### config.mk
export PLATFORM = sky130hd
export DESIGN_NAME = depth_first_component_walk
export DESIGN_NICKNAME = d
export VERILOG_FILES = /design/src/hdl/dfcw_pkg.sv /design/src/hdl/dfcw_seq.sv /design/src/hdl/depth_first_component_walk.sv
export SDC_FILE = /design/constraint.sdc
export NUM_CORES = 1
export LEC_CHECK = 0
export BUFFER_PORTS_ARGS = -buffer_cell sky130_fd_sc_hd__buf_2
export CAP_MARGIN = 40
export CORE_MARGIN = 10
export CORE_UTILIZATION = 40
export CTS_BUF_LIST = sky130_fd_sc_hd__clkbuf_8 sky130_fd_sc_hd__clkbuf_16
export DETAILED_ROUTE_END_ITERATION = 8
export GPL_ROUTABILITY_DRIVEN = 0
export PLACE_DENSITY_LB_ADDON = 0.3
export SLEW_MARGIN = 20
export SYNTH_ARGS = -nofsm -noshare
export SYNTH_HDL_FRONTEND = slang
export SYNTH_SLANG_ARGS = --single-unit
### constraint.sdc
create_clock -name i_clk -period 5.5 [get_ports i_clk]
set_input_delay 0.55 -clock i_clk [delete_from_list [all_inputs] [get_ports i_clk]]
set_output_delay 0.55 -clock i_clk [all_outputs]
set_load 0.02 [all_outputs]
### src/hdl/dfcw_pkg.sv
// Shared types, constants, microprogram and helper functions for the depth-first walk.
package dfcw_pkg;

    localparam int VERTICES = 8;
    localparam int VW       = $clog2(VERTICES);
    localparam int CW       = $clog2(VERTICES + 1);
    localparam int DW       = $clog2(VERTICES + 1);

    localparam logic [VERTICES-1:0] ALL_VISITED = {VERTICES{1'b1}};

    localparam logic OP_LOAD = 1'b0;
    localparam logic OP_RUN  = 1'b1;

    typedef enum logic [1:0] {
        ST_WAIT,
        ST_ROOT,
        ST_WALK
    } t_step;

    typedef enum logic [1:0] {
        C_RUN,
        C_DONE,
        C_EMPTY
    } t_cond;

    typedef struct packed {
        logic  accept;
        logic  do_root;
        logic  do_walk;
        t_cond cond;
        t_step tgt;
        t_step nxt;
    } t_ctrl;

    typedef struct packed {
        logic run_req;
        logic all_visited;
        logic empty;
        logic stall;
    } t_status;

    // Control store: wait for a request, pick a root, walk until the stack drains.
    function automatic t_ctrl prog(input t_step step);
        t_ctrl c;
        c = '{accept: 1'b0, do_root: 1'b0, do_walk: 1'b0,
              cond: C_RUN, tgt: ST_WAIT, nxt: ST_WAIT};
        case (step)
            ST_WAIT: begin
                c.accept = 1'b1;
                c.cond   = C_RUN;
                c.tgt    = ST_ROOT;
                c.nxt    = ST_WAIT;
            end
            ST_ROOT: begin
                c.do_root = 1'b1;
                c.cond    = C_DONE;
                c.tgt     = ST_WAIT;
                c.nxt     = ST_WALK;
            end
            ST_WALK: begin
                c.do_walk = 1'b1;
                c.cond    = C_EMPTY;
                c.tgt     = ST_ROOT;
                c.nxt     = ST_WALK;
            end
            default: begin
                c.cond = C_RUN;
                c.tgt  = ST_WAIT;
                c.nxt  = ST_WAIT;
            end
        endcase
        return c;
    endfunction

    function automatic logic [VW-1:0] lowest_set(input logic [VERTICES-1:0] bits);
        logic [VW-1:0] idx;
        idx = '0;
        for (int i = VERTICES - 1; i >= 0; i--) begin
            if (bits[i]) begin
                idx = VW'(i);
            end
        end
        return idx;
    endfunction

endpackage

### src/hdl/dfcw_seq.sv
// Microprogram sequencer: step counter, control store lookup and conditional jumps.
module dfcw_seq (
    input  logic             i_clk,
    input  logic             i_rst_n,
    input  dfcw_pkg::t_status i_status,
    output dfcw_pkg::t_ctrl   o_ctrl
);

    dfcw_pkg::t_step r_step;
    dfcw_pkg::t_step n_step;
    logic            cond_true;

    assign o_ctrl = dfcw_pkg::prog(r_step);

    always_comb begin
        case (o_ctrl.cond)
            dfcw_pkg::C_RUN:   cond_true = i_status.run_req;
            dfcw_pkg::C_DONE:  cond_true = i_status.all_visited;
            dfcw_pkg::C_EMPTY: cond_true = i_status.empty;
            default:           cond_true = 1'b0;
        endcase
    end

    always_comb begin
        if (i_status.stall) begin
            n_step = r_step;
        end else if (cond_true) begin
            n_step = o_ctrl.tgt;
        end else begin
            n_step = o_ctrl.nxt;
        end
    end

    always_ff @(posedge i_clk) begin
        if (!i_rst_n) begin
            r_step <= dfcw_pkg::ST_WAIT;
        end else begin
            r_step <= n_step;
        end
    end

endmodule

### src/hdl/depth_first_component_walk.sv
// Depth-first component walk over an 8-vertex adjacency matrix, microcoded control.
// Load request: stores one adjacency row, no result.
// Run request: acceptance moves the sequencer to the root step, whose first visit is then
// registered in the output register; a run is a visit and a pop step per vertex, an empty
// check per component, a closing root step and the accepting step; an output stall holds a step.
// Reset (synchronous, active low) clears the adjacency rows, walk state and output valid.
module depth_first_component_walk (
    input  logic       i_clk,
    input  logic       i_rst_n,
    input  logic       i_valid,
    output logic       o_ready,
    input  logic       i_op,
    input  logic [2:0] i_row_index,
    input  logic [7:0] i_row_bits,
    input  logic [2:0] i_start_vertex,
    output logic       o_valid,
    input  logic       i_ready,
    output logic [2:0] o_vertex,
    output logic [3:0] o_component,
    output logic       o_last,
    output logic       o_connected
);

    localparam int V  = dfcw_pkg::VERTICES;
    localparam int VW = dfcw_pkg::VW;
    localparam int CW = dfcw_pkg::CW;
    localparam int DW = dfcw_pkg::DW;

    dfcw_pkg::t_ctrl   ctrl;
    dfcw_pkg::t_status status;

    logic [V-1:0]  r_adj [V];
    logic [VW-1:0] r_stack [V];
    logic [V-1:0]  r_visited;
    logic [DW-1:0] r_depth;
    logic [CW-1:0] r_count;
    logic          r_first;
    logic [VW-1:0] r_start;

    logic          r_o_valid;
    logic [VW-1:0] r_o_vertex;
    logic [CW-1:0] r_o_comp;
    logic          r_o_last;
    logic          r_o_conn;

    logic          in_acc;
    logic          run_acc;
    logic          out_free;
    logic          all_vis;
    logic          empty;
    logic [VW-1:0] top;
    logic [V-1:0]  open;
    logic [VW-1:0] root;
    logic          root_visit;
    logic          walk_visit;
    logic          walk_pop;
    logic          need_out;
    logic          visit;
    logic [VW-1:0] visit_v;
    logic [CW-1:0] visit_comp;
    logic [V-1:0]  vis_after;

    dfcw_seq u_seq (
        .i_clk    (i_clk),
        .i_rst_n  (i_rst_n),
        .i_status (status),
        .o_ctrl   (ctrl)
    );

    assign o_ready = ctrl.accept;
    assign in_acc  = i_valid && ctrl.accept;
    assign run_acc = in_acc && (i_op == dfcw_pkg::OP_RUN);

    assign out_free = !r_o_valid || i_ready;
    assign all_vis  = (r_visited == dfcw_pkg::ALL_VISITED);
    assign empty    = (r_depth == '0);
    assign top      = r_stack[r_depth[VW-1:0] - VW'(1)];
    assign open     = r_adj[top] & ~r_visited;
    assign root     = r_first ? r_start : dfcw_pkg::lowest_set(~r_visited);

    assign root_visit = ctrl.do_root && !all_vis;
    assign walk_visit = ctrl.do_walk && !empty && (open != '0);
    assign walk_pop   = ctrl.do_walk && !empty && (open == '0);
    assign need_out   = root_visit || walk_visit;
    assign visit      = need_out && out_free;

    assign visit_v    = root_visit ? root : dfcw_pkg::lowest_set(open);
    assign visit_comp = root_visit ? r_count + CW'(1) : r_count;
    assign vis_after  = r_visited | (V'(1) << visit_v);

    assign status.run_req     = run_acc;
    assign status.all_visited = all_vis;
    assign status.empty       = empty;
    assign status.stall       = need_out && !out_free;

    // adjacency rows
    always_ff @(posedge i_clk) begin
        if (!i_rst_n) begin
            for (int i = 0; i < V; i++) begin
                r_adj[i] <= '0;
            end
        end else if (in_acc && (i_op == dfcw_pkg::OP_LOAD)) begin
            r_adj[i_row_index] <= i_row_bits;
        end
    end

    // walk state
    always_ff @(posedge i_clk) begin
        if (!i_rst_n) begin
            r_visited <= '0;
            r_depth   <= '0;
            r_count   <= '0;
            r_first   <= 1'b0;
        end else if (run_acc) begin
            r_visited <= '0;
            r_depth   <= '0;
            r_count   <= '0;
            r_first   <= 1'b1;
        end else if (visit) begin
            r_visited <= vis_after;
            r_count   <= visit_comp;
            r_first   <= 1'b0;
            if (r_depth < DW'(V)) begin
                r_depth <= r_depth + DW'(1);
            end
        end else if (walk_pop) begin
            r_depth <= r_depth - DW'(1);
        end
    end

    always_ff @(posedge i_clk) begin
        if (run_acc) begin
            r_start <= i_start_vertex;
        end
        if (visit && (r_depth < DW'(V))) begin
            r_stack[r_depth[VW-1:0]] <= visit_v;
        end
    end

    // output register
    always_ff @(posedge i_clk) begin
        if (!i_rst_n) begin
            r_o_valid <= 1'b0;
        end else if (visit) begin
            r_o_valid <= 1'b1;
        end else if (i_ready) begin
            r_o_valid <= 1'b0;
        end
    end

    always_ff @(posedge i_clk) begin
        if (visit) begin
            r_o_vertex <= visit_v;
            r_o_comp   <= visit_comp;
            r_o_last   <= (vis_after == dfcw_pkg::ALL_VISITED);
            r_o_conn   <= (vis_after == dfcw_pkg::ALL_VISITED) && (visit_comp == CW'(1));
        end
    end

    assign o_valid     = r_o_valid;
    assign o_vertex    = r_o_vertex;
    assign o_component = r_o_comp;
    assign o_last      = r_o_last;
    assign o_connected = r_o_conn;

    a_depth_bound: assert property (@(posedge i_clk) disable iff (!i_rst_n)
        r_depth <= DW'(V))
        else $error("stack depth beyond vertex count");

    a_new_vertex: assert property (@(posedge i_clk) disable iff (!i_rst_n)
        visit |-> !r_visited[visit_v])
        else $error("vertex visited twice");

    a_idle_empty: assert property (@(posedge i_clk) disable iff (!i_rst_n)
        o_ready |-> empty)
        else $error("request taken with stack not drained");

    a_conn_last: assert property (@(posedge i_clk) disable iff (!i_rst_n)
        (o_valid && o_connected) |-> o_last)
        else $error("connected flag off the final visit");

endmodule
==> impl_results.md <==
- Slew HR: 0.494
- Actual slew at the worst max-slew pin: 0.754 ns
- Clk root buf: clkbuf_16
- EDFF count, synth: 100
- Seq/Total Area, Yosys: 0.531
- Critical-path maximum fanout: 12
- Crit Path Class: reg2reg
- First-pass GRT wire length: 24900 µm
- Clock Power Share: 0.301
- Die Y: 147 µm
- Core Area: 15800 µm²
- Fin area: 7290 µm²
- Dpl hpwl: 11300 µm
- Arr. time, crit path: 5.24 ns
- Setup ws final: approximately 0.53 ns
- Die ar.: approximately 22000 µm²
- Final Setup Violations: 0
- CTS max path bufs: 2
- Pwr Density: 433 nW/µm²
- Setup bufs post-CTS: 0
- Fin crit period: between 4 and 5 ns
- Slowest cell on the critical path: mux4_2
- Uppermost layer routed: met4
- Worst hold path type: in2reg
- Routed vias: 4460
- Worst-path cell chain: inv_1 > ha_1 > xor2_4 > mux4_2 > nor2_1 > a21oi_1 > and3_1 > nor2_1 > nor4b_4 > a31oi_2 > o21ai_4 > inv_1 > ha_1 > xnor2_1 > nor3_1 > nor3_1
- Clk_lat worst skew: 0.42 ns
- Status: completed
- Met3 WL: approximately 660 µm
- I/O Pins: 30
- Placed Cells incl. Taps: slightly above 800
- Pre-CTS WS: 0.558 ns
- Switching share of total power: 0.341
- Startpoint Class: flip-flop
- Routed vias/inst: 5.30
- Clk slew on worst S/H paths: about 0.050 ns
- Asr flop ratio synth: 0
- Mapped Area: 6410 µm²
- Gr ovfl total: 0
- Drc violations: 0
- Metal2 WL: 7160 µm
- Worst path max stage delay: about 0.6 ns
- H-tree depth: 4
- Initial Util: 0.405
- CTS Buf Count: 17
- RSZ-0062 raised after global routing: no
- Post_cts resized: 0
- GRT Total Usage: 0.147
- Avg WL per Cell: between 15 and 20 µm
- Main flop type after synthesis: edfxtp_1
- Max Clock Skew: 0.0106 ns
- Internal power: 0.00208 W
- Layout Utilization: 0.460
- Synth Net Count: 607
- Placed cell areas: 6790 µm²
- Remaining antenna violation count after routing: 0
- Met1 WL: 7380 µm
- Logic gate share of total power: 0.334
- Fin. Hold Viols: 0
- Final max-slew violation count: 0
- Initial DRC Count: 388
- Fraction of layout cells with a size suffix above 1: 0.136
- Clk sinks: 120
- Post-CTS Hold Buffers: 0
- Area Overhead vs Synth: 13.6%
- Pin count of the biggest net entering global routing: 29
- Initial antenna violation count: 0
- Port bufs: 29
- First-pass DRT Iterations: 4
- Site Rows: 46
- Worst Setup End Kind: flip-flop
- Seq pwr share: 0.365
- Cells after synthesis: 576
- FMAX: 201 MHz
- YS warnings: 0
- Synth cell types: 55
- Non-Filler Instances: 841
- Final #Nets: 646
- Max IR drop VDD: 0.000238 V
- Leakage: ~2.7 nW
- Worst EP required: 5.77 ns
- Post-Route WL: ~15000 µm
- Setup TNS: 0 ns
- Vias in the first global route: 4473
- Die Width: 147 µm
- Syn_area_per_cell: between 10 and 15 µm²
- Max-Cap Viols: 0
- FF+latch count, synth: 120
- NetSw: 0.00108 W
- Final period util: 0.903
- Antenna Cells: 0
- CTS tree: built
[flip-flops by register name, summed over array words and instances, names as in the netlist]
signal / flops
r_adj: 64
r_stack: 24
r_visited: 8
o_component: 4
r_count: 4
r_depth: 4
o_vertex: 3
r_start: 3
u_seq.r_step: 2
o_connected: 1
o_last: 1
o_valid: 1
r_first: 1
[placed cells by master, fill, tap and decap left out, types with 10 or more instances in the layout]
cell | Yosys | final
nand3_1 | 29 | 29
buf_2 | 3 | 32
nand2b_1 | 12 | 12
nand2_1 | 88 | 88
mux2i_1 | 41 | 40
edfxtp_1 | 100 | 100
a32oi_1 | 10 | 10
o21ai_0 | 12 | 10
dfxtp_1 | 20 | 20
inv_1 | 12 | 17
clkbuf_16 | 0 | 17
and2_1 | 68 | 68
ha_1 | 11 | 11
a21oi_1 | 20 | 20
nor2_1 | 44 | 44
[per-layer routing]
metal  track usage  vias up
met3        0.0392       19
li1              -     2172
met4        0.0501        0
met2         0.226      110
met5             0        -
met1         0.195     2159
[power groups by stage]
stage                     clock network, W  logic (W)  registers [W]
final                             0.000951    0.00105        0.00115
after global placement                   0    0.00102        0.00117
after global routing               0.00101    0.00115        0.00116
after detailed placement                 0    0.00104        0.00117
after floorplan                          0   0.000817        0.00116
after CTS                         0.000963    0.00105        0.00115
[synth_stat cells, drive strengths merged, types with 2 or more instances]
cell / count / area [µm²]
a211oi: 3 / 22.5
a21boi: 2 / 26.3
a21o: 2 / 15.0
a21oi: 20 / 100
a311oi: 7 / 61.3
a31oi: 2 / 18.8
a32oi: 10 / 87.6
and2: 68 / 425
and3: 5 / 31.3
buf: 11 / 91.3
clkbuf: 10 / 38.8
dfxtp: 20 / 400
edfxtp: 100 / 3000
ha: 11 / 138
inv: 12 / 45.0
mux2: 3 / 33.8
mux2i: 42 / 433
mux4: 8 / 180
nand2: 88 / 330
nand2b: 12 / 75.1
nand3: 30 / 155
nand4: 3 / 18.8
nand4b: 3 / 26.3
nor2: 45 / 171
nor2b: 3 / 18.8
nor3: 9 / 45.0
nor4b: 3 / 41.3
o2111a: 2 / 22.5
o2111ai: 2 / 17.5
o211ai: 6 / 50.1
o21a: 2 / 15.0
o21ai: 16 / 91.3
xnor2: 6 / 52.6
xor2: 4 / 53.8
[path summary, 6_finish.rpt]
kind	cells after the start	slack, ns	from	to
max	16	0.53	r_depth[1]$_SDFFE_PP0P_	r_depth[3]$_SDFFE_PP0P_
min	1	0.31	i_start_vertex[0]	r_start[0]$_DFFE_PP_
max reg2reg	16	0.53	r_depth[1]$_SDFFE_PP0P_	r_depth[3]$_SDFFE_PP0P_
min reg2reg	2	0.55	r_count[3]$_SDFFE_PP0P_	r_count[3]$_SDFFE_PP0P_
[critical path: cells and delay by family, from the launching register on]
family          cells  cell delay [ns]
compound gates      3             0.66
simple gates        6             1.57
flops               1             0.51
mux                 1             0.60
xor+xnor            2             0.45
fa+ha+maj           2             0.64
buf+inv             2             0.39
[stage by stage]
| step | hold WS, ns | power (W) |
|---|---|---|
| floorplan | 0.500 | 0.00198 |
| global placement | 0.527 | 0.00219 |
| detailed placement | 0.541 | 0.00221 |
| CTS | 0.292 | 0.00316 |
| global route | 0.302 | 0.00332 |
| finish | 0.309 | 0.00315 |
[cell families (layout without fill, tap and decap cells)]
| kind of cell | Yosys count | count (layout) | share of synthesized area |
|---|---|---|---|
| mux | 53 | 53 | 0.101 |
| buf+inv | 33 | 82 | 0.0273 |
| flops | 120 | 120 | 0.531 |
| xor+xnor | 10 | 10 | 0.0166 |
| fa+ha+maj | 12 | 12 | 0.0246 |
| simple gates | 273 | 273 | 0.214 |
| compound gates | 75 | 75 | 0.0866 |
[layout make-up]
type,count,area (µm²)
clock buffer,17,425
clock inverter,12,75.1
fill,1460,8540
inverter,12,45.0
multi-input combinational,423,2840
sequential,120,3400
tap,216,270
timing repair buffer,41,228
(Power assumes the default switching activity.)
